File: src/sv/wat2_pkg.sv
// shared types, constants and candidate lookup for the weighted alarm top-two selector
// no dependencies; used by wat2_cell and weighted_alarm_top_two_selector_core

package wat2_pkg;

    // field widths
    localparam int LEVEL_W       = 24;
    localparam int LEVEL_IDX_W   = $clog2(LEVEL_W);
    localparam int CODE_W        = 6;
    localparam int WEIGHT_W      = 4;
    localparam int LINE_COUNT_DEF = 24;

    // candidate slots ahead of the per-line slots
    localparam int SLOT_COMBO_LOW  = 0;
    localparam int SLOT_COMBO_HIGH = 1;
    localparam int SLOT_LINE0      = 2;

    // weights
    localparam logic [WEIGHT_W-1:0] W_COMBO_LOW  = 4'd12;
    localparam logic [WEIGHT_W-1:0] W_COMBO_HIGH = 4'd15;
    localparam logic [WEIGHT_W-1:0] W_BIT23_LOW  = 4'd10;
    localparam logic [WEIGHT_W-1:0] W_BIT9_HIGH  = 4'd7;
    localparam logic [WEIGHT_W-1:0] W_BIT0_LOW   = 4'd5;
    localparam logic [WEIGHT_W-1:0] W_OTHER_HIGH = 4'd3;
    localparam logic [WEIGHT_W-1:0] W_OTHER_LOW  = 4'd1;

    // running top-two ranking carried down the chain
    typedef struct packed {
        logic [CODE_W-1:0]   top_code;
        logic [WEIGHT_W-1:0] top_weight;
        logic                top_is_combo_high;
        logic [CODE_W-1:0]   next_code;
        logic [WEIGHT_W-1:0] next_weight;
    } rank_t;

    // one candidate message
    typedef struct packed {
        logic                present;
        logic [CODE_W-1:0]   code;
        logic [WEIGHT_W-1:0] weight;
        logic                is_combo_high;
    } cand_t;

    // level of one line; lines past the input or past the line count read low
    function automatic logic line_hi(input logic [LEVEL_W-1:0] lv, input int unsigned idx,
                                     input int unsigned n);
        logic r;
        r = 1'b0;
        if (idx < LEVEL_W && idx < n) begin
            r = lv[idx[LEVEL_IDX_W-1:0]];
        end
        return r;
    endfunction

    // candidate for a slot: combos first, then lines 0 upward
    function automatic cand_t cand_of(input int unsigned slot, input logic [LEVEL_W-1:0] lv,
                                      input int unsigned n);
        cand_t       c;
        logic        hi;
        int unsigned li;
        logic [31:0] code32;
        c      = '0;
        hi     = 1'b0;
        li     = 0;
        code32 = '0;
        if (slot == SLOT_COMBO_LOW) begin
            c.present = (n > 15) && !line_hi(lv, 13, n) && !line_hi(lv, 14, n)
                        && !line_hi(lv, 15, n);
            code32    = 32'(2 * n);
            c.weight  = W_COMBO_LOW;
        end else if (slot == SLOT_COMBO_HIGH) begin
            c.present       = (n > 11) && line_hi(lv, 10, n) && line_hi(lv, 11, n);
            code32          = 32'(2 * n + 1);
            c.weight        = W_COMBO_HIGH;
            c.is_combo_high = 1'b1;
        end else begin
            li        = slot - SLOT_LINE0;
            hi        = line_hi(lv, li, n);
            c.present = 1'b1;
            code32    = hi ? 32'(n + li) : 32'(li);
            if (hi) begin
                c.weight = (li == 9) ? W_BIT9_HIGH : W_OTHER_HIGH;
            end else if (li == 0) begin
                c.weight = W_BIT0_LOW;
            end else if (li == 23) begin
                c.weight = W_BIT23_LOW;
            end else begin
                c.weight = W_OTHER_LOW;
            end
        end
        c.code = code32[CODE_W-1:0];
        return c;
    endfunction

endpackage

File: src/sv/weighted_alarm_top_two_selector_core.sv
// top level of the weighted alarm top-two selector: chain of ranking cells
// depends on wat2_pkg and wat2_cell

// Takes one sample of the monitored lines per transaction and returns the codes
// and weights of the two heaviest alarm messages plus an alert flag when the top
// one is the lines-10-and-11-high combination. Ties go to the earlier candidate:
// the 13-14-15-low combination, then the 10-11-high combination, then lines 0
// upward. The chain has one cell per candidate (LINE_COUNT + 2 cells), each
// with its own register, and a new sample is taken every cycle while the
// chain moves. When the result at the output is not taken, the whole chain
// holds, so s_tready follows m_tready then.

module weighted_alarm_top_two_selector_core
    import wat2_pkg::*;
#(
    parameter int LINE_COUNT = LINE_COUNT_DEF
) (
    input  logic        aclk,
    input  logic        aresetn,
    input  logic        s_tvalid,
    output logic        s_tready,
    input  logic [23:0] s_tdata,   // [23:0] line_levels
    output logic        m_tvalid,
    input  logic        m_tready,
    output logic [23:0] m_tdata    // [5:0] first_code, [9:6] first_weight,
                                   // [15:10] second_code, [19:16] second_weight,
                                   // [20] alert, [23:21] zero
);

    localparam int NCELL = LINE_COUNT + SLOT_LINE0;

    logic               valid_chain  [0:NCELL];
    logic [LEVEL_W-1:0] levels_chain [0:NCELL];
    rank_t              rank_chain   [0:NCELL];
    logic               adv;
    rank_t              res;

    // whole chain moves unless the output holds an untaken result
    assign adv      = !valid_chain[NCELL] || m_tready;
    assign s_tready = adv;

    // chain entry
    assign valid_chain[0]  = s_tvalid;
    assign levels_chain[0] = s_tdata[LEVEL_W-1:0];
    assign rank_chain[0]   = '0;

    // one cell per candidate
    for (genvar k = 0; k < NCELL; k++) begin : g_cell
        wat2_cell #(
            .CAND_IDX   (k),
            .LINE_COUNT (LINE_COUNT)
        ) u_cell (
            .aclk       (aclk),
            .aresetn    (aresetn),
            .adv        (adv),
            .in_valid   (valid_chain[k]),
            .in_levels  (levels_chain[k]),
            .in_rank    (rank_chain[k]),
            .out_valid  (valid_chain[k+1]),
            .out_levels (levels_chain[k+1]),
            .out_rank   (rank_chain[k+1])
        );
    end

    // result packing
    assign res      = rank_chain[NCELL];
    assign m_tvalid = valid_chain[NCELL];
    assign m_tdata  = {3'b000, res.top_is_combo_high, res.next_weight, res.next_code,
                       res.top_weight, res.top_code};

    // alert only comes with the combination weight
    a_alert_weight: assert property (@(posedge aclk) disable iff (!aresetn)
        m_tvalid && m_tdata[20] |-> m_tdata[9:6] == W_COMBO_HIGH)
        else $error("alert without combination weight");

    // top is never lighter than second
    a_order: assert property (@(posedge aclk) disable iff (!aresetn)
        m_tvalid |-> m_tdata[9:6] >= m_tdata[19:16])
        else $error("ranking out of order");

    // at least two lines always give two candidates
    a_two_found: assert property (@(posedge aclk) disable iff (!aresetn)
        m_tvalid |-> m_tdata[9:6] != '0 && m_tdata[19:16] != '0)
        else $error("missing candidate");

    // chain stalls only behind an untaken result
    a_stall: assert property (@(posedge aclk) disable iff (!aresetn)
        !s_tready |-> m_tvalid && !m_tready)
        else $error("stall without output back-pressure");

endmodule

File: src/sv/wat2_cell.sv
// one cell of the ranking chain: offers its candidate to the running top two
// depends on wat2_pkg

module wat2_cell
    import wat2_pkg::*;
#(
    parameter int CAND_IDX   = 0,
    parameter int LINE_COUNT = LINE_COUNT_DEF
) (
    input  logic               aclk,
    input  logic               aresetn,
    input  logic               adv,
    input  logic               in_valid,
    input  logic [LEVEL_W-1:0] in_levels,
    input  rank_t              in_rank,
    output logic               out_valid,
    output logic [LEVEL_W-1:0] out_levels,
    output rank_t              out_rank
);

    logic               valid_reg;
    logic [LEVEL_W-1:0] levels_reg;
    rank_t              rank_reg;
    rank_t              rank_next;
    cand_t              cand;

    // candidate of this slot from the sample
    assign cand = cand_of(CAND_IDX, in_levels, LINE_COUNT);

    // insert into top two, earlier candidates win ties
    always_comb begin
        rank_next = in_rank;
        if (cand.present) begin
            if (cand.weight > in_rank.top_weight) begin
                rank_next.next_code         = in_rank.top_code;
                rank_next.next_weight       = in_rank.top_weight;
                rank_next.top_code          = cand.code;
                rank_next.top_weight        = cand.weight;
                rank_next.top_is_combo_high = cand.is_combo_high;
            end else if (cand.weight > in_rank.next_weight) begin
                rank_next.next_code   = cand.code;
                rank_next.next_weight = cand.weight;
            end
        end
    end

    // stage valid
    always_ff @(posedge aclk) begin
        if (!aresetn) begin
            valid_reg <= 1'b0;
        end else if (adv) begin
            valid_reg <= in_valid;
        end
    end

    // stage payload
    always_ff @(posedge aclk) begin
        if (adv) begin
            levels_reg <= in_levels;
            rank_reg   <= rank_next;
        end
    end

    assign out_valid  = valid_reg;
    assign out_levels = levels_reg;
    assign out_rank   = rank_reg;

endmodule

File: config.mk
export PLATFORM = sky130hd
export DESIGN_NAME = weighted_alarm_top_two_selector_core
export DESIGN_NICKNAME = d
export VERILOG_FILES = /design/src/sv/wat2_pkg.sv /design/src/sv/weighted_alarm_top_two_selector_core.sv /design/src/sv/wat2_cell.sv
export SDC_FILE = /design/constraint.sdc
export NUM_CORES = 1
export LEC_CHECK = 0
export BUFFER_PORTS_ARGS = -buffer_cell sky130_fd_sc_hd__buf_2
export CAP_MARGIN = 0
export CORE_MARGIN = 2
export CORE_UTILIZATION = 31
export CTS_BUF_LIST = sky130_fd_sc_hd__clkbuf_8 sky130_fd_sc_hd__clkbuf_16
export DETAILED_ROUTE_END_ITERATION = 8
export MAX_ROUTING_LAYER = met4
export SLEW_MARGIN = 20
export SYNTH_ARGS = -nofsm -noshare
export SYNTH_HDL_FRONTEND = slang
export SYNTH_SLANG_ARGS = --single-unit
export TNS_END_PERCENT = 5
File: constraint.sdc
create_clock -name aclk -period 15.6 [get_ports aclk]
set_input_delay 1.56 -clock aclk [delete_from_list [all_inputs] [get_ports aclk]]
set_output_delay 1.56 -clock aclk [all_outputs]
set_load 0.01 [all_outputs]
Word-level counts from Yosys, hierarchy flattened
Index checks and enable logic that the tools add are counted.
W data, S select, Z words.
{"block": "op_classes", "order_cmp": 50, "n_mux": 125, "n_reduce_logical": 8}
{"op": "$mux W10", "n": 50}
{"op": "$mux W11", "n": 25}
{"op": "$gt A2 B4 Y1", "n": 42}
{"op": "$mux W6", "n": 16}
{"op": "$mux W2", "n": 21}
{"op": "$mux W21", "n": 2}
{"op": "$mux W5", "n": 8}
{"op": "$gt A3 B4 Y1", "n": 4}
{"op": "$gt A4 B4 Y1", "n": 2}
{"op": "$gt A4 B4 Y1 const A", "n": 2}
{"op": "$mux W3", "n": 2}
{"op": "$logic_not A1 Y1", "n": 4}
{"op": "$mux W4", "n": 1}
{"op": "$logic_and A1 B1 Y1", "n": 3}
{"op": "$logic_or A1 B1 Y1", "n": 1}
{"block": "totals", "ff_bits": 1172, "in_bits": 28, "out_inout_bits": 26, "word_cells": 364}

Depth between registers and ports, before layout
{"block": "depth", "ltp_word": 4, "ltp_mapped": 8, "ltp_nobuf": 6}

Hierarchy
A second synthesis with hierarchy kept.
{"block": "unflattened", "hier_cells": 2452, "hier_area_um2": 44226.2}
{"module": "wat2_cell (g_cell[21].u_cell ...)", "instances": 3, "cells_each": 98, "area_each_um2": 1712.9, "seq_area_each_um2": 1371.3}
{"module": "wat2_cell (g_cell[19].u_cell ...)", "instances": 3, "cells_each": 97, "area_each_um2": 1706.6, "seq_area_each_um2": 1371.3}
{"module": "wat2_cell (g_cell[13].u_cell ...)", "instances": 3, "cells_each": 93, "area_each_um2": 1687.9, "seq_area_each_um2": 1371.3}
{"module": "wat2_cell (g_cell[3].u_cell ...)", "instances": 3, "cells_each": 93, "area_each_um2": 1676.6, "seq_area_each_um2": 1371.3}
{"module": "wat2_cell (g_cell[5].u_cell ...)", "instances": 3, "cells_each": 92, "area_each_um2": 1676.6, "seq_area_each_um2": 1371.3}
{"module": "wat2_cell (g_cell[12].u_cell ...)", "instances": 2, "cells_each": 94, "area_each_um2": 1702.9, "seq_area_each_um2": 1371.3}
{"module": "wat2_cell (g_cell[25].u_cell)", "instances": 1, "cells_each": 99, "area_each_um2": 1840.5, "seq_area_each_um2": 1371.3}
{"module": "wat2_cell (g_cell[2].u_cell)", "instances": 1, "cells_each": 105, "area_each_um2": 1798.0, "seq_area_each_um2": 1371.3}
{"module": "wat2_cell (g_cell[11].u_cell)", "instances": 1, "cells_each": 101, "area_each_um2": 1778.0, "seq_area_each_um2": 1371.3}
{"module": "wat2_cell (g_cell[17].u_cell)", "instances": 1, "cells_each": 95, "area_each_um2": 1695.4, "seq_area_each_um2": 1371.3}
{"module": "wat2_cell (g_cell[18].u_cell)", "instances": 1, "cells_each": 95, "area_each_um2": 1682.9, "seq_area_each_um2": 1371.3}
{"module": "wat2_cell (g_cell[10].u_cell)", "instances": 1, "cells_each": 92, "area_each_um2": 1680.4, "seq_area_each_um2": 1371.3}
{"module": "wat2_cell (g_cell[9].u_cell)", "instances": 1, "cells_each": 93, "area_each_um2": 1662.8, "seq_area_each_um2": 1371.3}
{"module": "wat2_cell (g_cell[0].u_cell)", "instances": 1, "cells_each": 83, "area_each_um2": 1640.3, "seq_area_each_um2": 1371.3}
{"module": "+2 rows"}

Worst setup path before layout
No wires, ideal clock.
{"block": "synth_timing", "path_type": "input to output", "from": "in m_tready", "to": "out s_tready", "arrival_time_ns": 11.180, "required_time_ns": 14.040, "slack_ns": 2.860, "stages": 4, "path_buffers": 2, "path_cell_list": "nor2b_1 > buf_2 > clkinv_1 > buf_2"}
{"block": "synth_between", "elab_chain_len": 1}
{"item": "start: declaration", "line": "weighted_alarm_top_two_selector_core.sv:24", "source": "input logic m_tready,"}
{"item": "$logic_or A1 B1 Y1", "line": "weighted_alarm_top_two_selector_core.sv:39", "source": "assign adv = !valid_chain[NCELL] || m_tready;"}
{"item": "end: declaration", "line": "weighted_alarm_top_two_selector_core.sv:21", "source": "output logic s_tready,"}
No other way between the ends.

Worst setup path in the final report
{"block": "layout_timing", "from": "in m_tready", "to": "reg g_cell[4].u_cell.rank_reg (netlist bit g_cell[4].u_cell.out_rank[16]) (enable)"}
{"block": "layout_between", "elab_chain_len": 1}
{"item": "$logic_or A1 B1 Y1", "line": "weighted_alarm_top_two_selector_core.sv:39"}
{"item": "end signal: assignment", "line": "wat2_cell.sv:60", "source": "rank_reg <= rank_next;"}
{"item": "end: declaration", "line": "wat2_cell.sv:23", "source": "rank_t rank_reg;"}
No other way between the ends.
A chain may end at the register's enable or synchronous reset.

==> summary.json <==
{
  "global_routing": {
    "largest_net_degree_at_the_start_of_global_routing": 157,
    "grt_antenna_before_repair": 0,
    "global_route.overflow_total": 0,
    "grt_pass1_vias": 15280,
    "grt_first_pass_wirelength_um": 72800,
    "grt_use_total_pct": 8.704
  },
  "die": {
    "pin_count": 54,
    "placementRows": 116,
    "fp.dieArea_um2": 104200,
    "coreArea_um2": 100400,
    "die_y_um": 322.8,
    "die_w_um": 322.8,
    "start_util_pct": 31.37
  },
  "critical_path": {
    "critical_path.reg2reg.startpoint": "g_cell[25].u_cell.out_valid",
    "worst-path-max-fanout": 156,
    "worst-endpoint-arrival_ps": 5380,
    "worst_setup_path_endpoint": "g_cell[4].u_cell.out_rank[16]",
    "reg2reg_to": "g_cell[4].u_cell.out_rank[16]",
    "timing.critical_path.cells": "buf_2 -> nor2b_4 -> inv_8 -> buf_4 -> buf_4 -> buf_4",
    "critical_path.startpoint": "m_tready",
    "crit_path_top_delay_cell": "sky130_fd_sc_hd__buf_4",
    "cell_mode_on_critical_path": "sky130_fd_sc_hd__buf_4",
    "critical_path_class": "in2reg",
    "slowest_delay_ps": 960,
    "crit_required_ps": 15850,
    "ff2ff_path_depth": 5,
    "timing.reg2reg.setup_slack_ps": 11100,
    "cp-end-kind": "flop",
    "kind_of_launch_point_of_the_worst_setup_path": "input pin"
  },
  "finish": {
    "fin_cells": 3443,
    "area_delta_synth_final_pct": 13.54,
    "final_design_area_no_fill_um2": 35770,
    "finalNetCount": 2098,
    "filler_cell_count": 9468,
    "final_layout_size_suffix_gt1_share_pct": 10.79,
    "diodes": 0
  },
  "clock_tree": {
    "max-clock-path-buffers": 3,
    "cts.clk_slew.worst_paths_ps": 60,
    "cts.htree.levels": 3,
    "root_buffer": "sky130_fd_sc_hd__clkbuf_16",
    "insertion_delay_ps": 630,
    "cts.repair_timing.setup_buffer_count": 0,
    "numCtsBuffers": 85,
    "tritoncts": "built",
    "cts.sinks": 829,
    "cts-hold-fix-buffers": 0,
    "post_cts_resize_count": 0
  },
  "sta": {
    "finalHoldViolations": 0,
    "grt_setup_unrepaired": "no",
    "timing_max_transition_violations_final": 0,
    "worst_margin_slew_ps": 1072,
    "final_count_of_negative_setup_slack_endpoints": 0,
    "setup_tns_ps": 0,
    "maxClockFrequency_mhz": 194.8,
    "min_clock_period_post_route_ps": 5133,
    "max_slew_margin_pct": 26.67,
    "finClkSkew_ps": 45.12,
    "fin_crit_sh_pct": 32.91
  },
  "synth": {
    "syn-cell-area_um2": 31500,
    "async_reset_ff_share_pct": 0,
    "ys_dominant_reg_cell": "sky130_fd_sc_hd__edfxtp_1",
    "synthCells": 1957,
    "count_of_state_elements_after_synthesis": 829,
    "synthesis.area_per_instance_um2": 16.10,
    "sequential_to_total_area_share_from_yosys_stat_pct": 78.20,
    "number_of_different_library_cells_in_the_post_synthesis_netlist": 51,
    "synth_enable_flop_cells": 803,
    "ys.warnings.count": 0
  },
  "hold_path": {
    "holdCritPathClass": "reg2reg",
    "hold_path_startpoint": "g_cell[14].u_cell.out_levels[22]"
  },
  "power": {
    "cellPowerDensity_nw_per_um2": 174.3,
    "power.ir.vdd_worst_uv": 113.1,
    "power.static_leakage_nw": 13.27,
    "design_power_total_mw": 6.235
  },
  "routing": {
    "post-route-drc-count": 0,
    "pre_repair_dr_iteration_count": 5,
    "drtAntennaViolNets": 0,
    "via_per_inst": 4.352,
    "wire_per_inst_um": 12.63,
    "postRouteWirelength_um": 43480,
    "via_count": 14980,
    "number_of_drc_markers_in_iteration_0": 1000
  },
  "placed_design": {
    "place.port_buffers": 50,
    "routabilityCongestion": 0.7655,
    "hpwl_um": 26820,
    "dpl_cell_area_um2": 33070,
    "placed_instances": 3286
  },
  "job": {
    "cap_viol_max_count": 0
  },
  "run_status": {
    "run_status": "complete, no violations"
  }
}
-- critical path: cells and delay by family --
family | cells | cell delay (ps)
buffers and inverters | 5 | 3420
and+or+nand+nor | 1 | 120
-- flip-flops by register name, summed over array words and instances, names as in the netlist --
signal / count
g_cell.u_cell.out_rank: 479
g_cell.u_cell.out_valid: 26
g_cell.u_cell.out_levels: 324
-- cells in the final DEF (no fill, tap or decap), drive strengths merged, types with 9 or more instances in the layout --
cell type / instances
a2111o: 20
nand2: 225
edfxtp: 803
a22o: 30
a21o: 16
o22a: 47
and2: 83
o21ai: 114
nor2b: 35
a21oi: 97
a211oi: 28
clkinv: 32
nor2: 69
nand2b: 52
dfxtp: 26
ha: 54
o21a: 9
clkbuf: 87
or3: 22
inv: 91
buf: 58
a21boi: 26
-- cell usage after synthesis (6+ instances only) --
cell,number,area [um^2]
sky130_fd_sc_hd__a2111o_1,20,225.2
sky130_fd_sc_hd__a2111oi_0,6,52.55
sky130_fd_sc_hd__a211oi_1,28,210.2
sky130_fd_sc_hd__a21boi_0,26,195.2
sky130_fd_sc_hd__a21o_1,15,112.6
sky130_fd_sc_hd__a21oi_1,77,385.4
sky130_fd_sc_hd__a21oi_2,10,87.58
sky130_fd_sc_hd__a21oi_4,10,162.7
sky130_fd_sc_hd__a22o_1,30,262.8
sky130_fd_sc_hd__and2_1,82,513.0
sky130_fd_sc_hd__buf_2,22,110.1
sky130_fd_sc_hd__buf_4,11,82.58
sky130_fd_sc_hd__buf_6,6,67.56
sky130_fd_sc_hd__clkbuf_1,45,168.9
sky130_fd_sc_hd__dfxtp_1,26,520.5
sky130_fd_sc_hd__edfxtp_1,803,24110
sky130_fd_sc_hd__ha_1,54,675.7
sky130_fd_sc_hd__inv_1,62,232.7
sky130_fd_sc_hd__nand2_1,225,844.6
sky130_fd_sc_hd__nand2b_1,52,325.3
sky130_fd_sc_hd__nand3_1,7,35.03
sky130_fd_sc_hd__nor2_1,68,255.2
sky130_fd_sc_hd__nor2b_1,35,219.0
sky130_fd_sc_hd__nor3_1,6,30.03
sky130_fd_sc_hd__o21a_1,9,67.56
sky130_fd_sc_hd__o21ai_0,110,550.5
sky130_fd_sc_hd__o22a_1,47,411.6
sky130_fd_sc_hd__or2_2,7,43.79
sky130_fd_sc_hd__or3_4,20,225.2
-- kinds of logic after synthesis --
family,after synthesis,share of synthesized area [%]
AOI/OAI and AO/OA,402,9.059
DFF,829,78.20
and+or+nand+nor,514,8.190
adders and majority gates,54,2.145
buffers and inverters,151,2.200
other,1,0.01190
muxes,6,0.1986
-- metal layers --
metal	GRT usage [%]	vias up	part of all wire (%)
met3	1.877	113	3.7
met1	9.360	7205	41
met5	-	-	0
li1	-	7458	-
met2	15.34	207	52
met4	3.917	0	3.6
-- layout make-up --
| cell class | count | area, um^2 | share of cell area, % |
|---|---|---|---|
| inverter | 63 | 244.0 | 0.6822 |
| clock inverter | 70 | 508.0 | 1.420 |
| timing repair buffer | 58 | 314.1 | 0.8781 |
| clock buffer | 87 | 2177 | 6.087 |
| tap | 1357 | 1698 | 4.747 |
| multi-input combinational | 979 | 6192 | 17.31 |
| sequential | 829 | 24630 | 68.87 |
-- per-stage QoR --
step | worst slack, ps | hold slack [ps] | util, %
CTS | 10440 | 400.0 | 35.60
finish | 10470 | 405.3 | 35.61
global placement | 9873 | 400.1 | 32.93
global route | 10130 | 408.5 | 35.61
detailed placement | 9733 | 404.5 | 32.93
floorplan | 2860 | 400.3 | -
-- worst min-delay path by stage --
stage | endpoint | cells after the start
detailed placement | g_cell[10].u_cell.out_levels[20] | 0
global placement | g_cell[13].u_cell.out_levels[20] | 0
CTS | g_cell[15].u_cell.out_levels[22] | 0
global route | g_cell[17].u_cell.out_levels[20] | 0
finish | g_cell[15].u_cell.out_levels[22] | 0
floorplan | g_cell[10].u_cell.out_levels[10] | 0
-- power by group --
group / switching, mW / internal, mW / leakage, nW
Combinational: 0.596 / 0.458 / 3.00
Clock: 0.810 / 1.10 / 1.40
Sequential: 0.197 / 3.08 / 8.87
(Power assumes the default switching activity.)
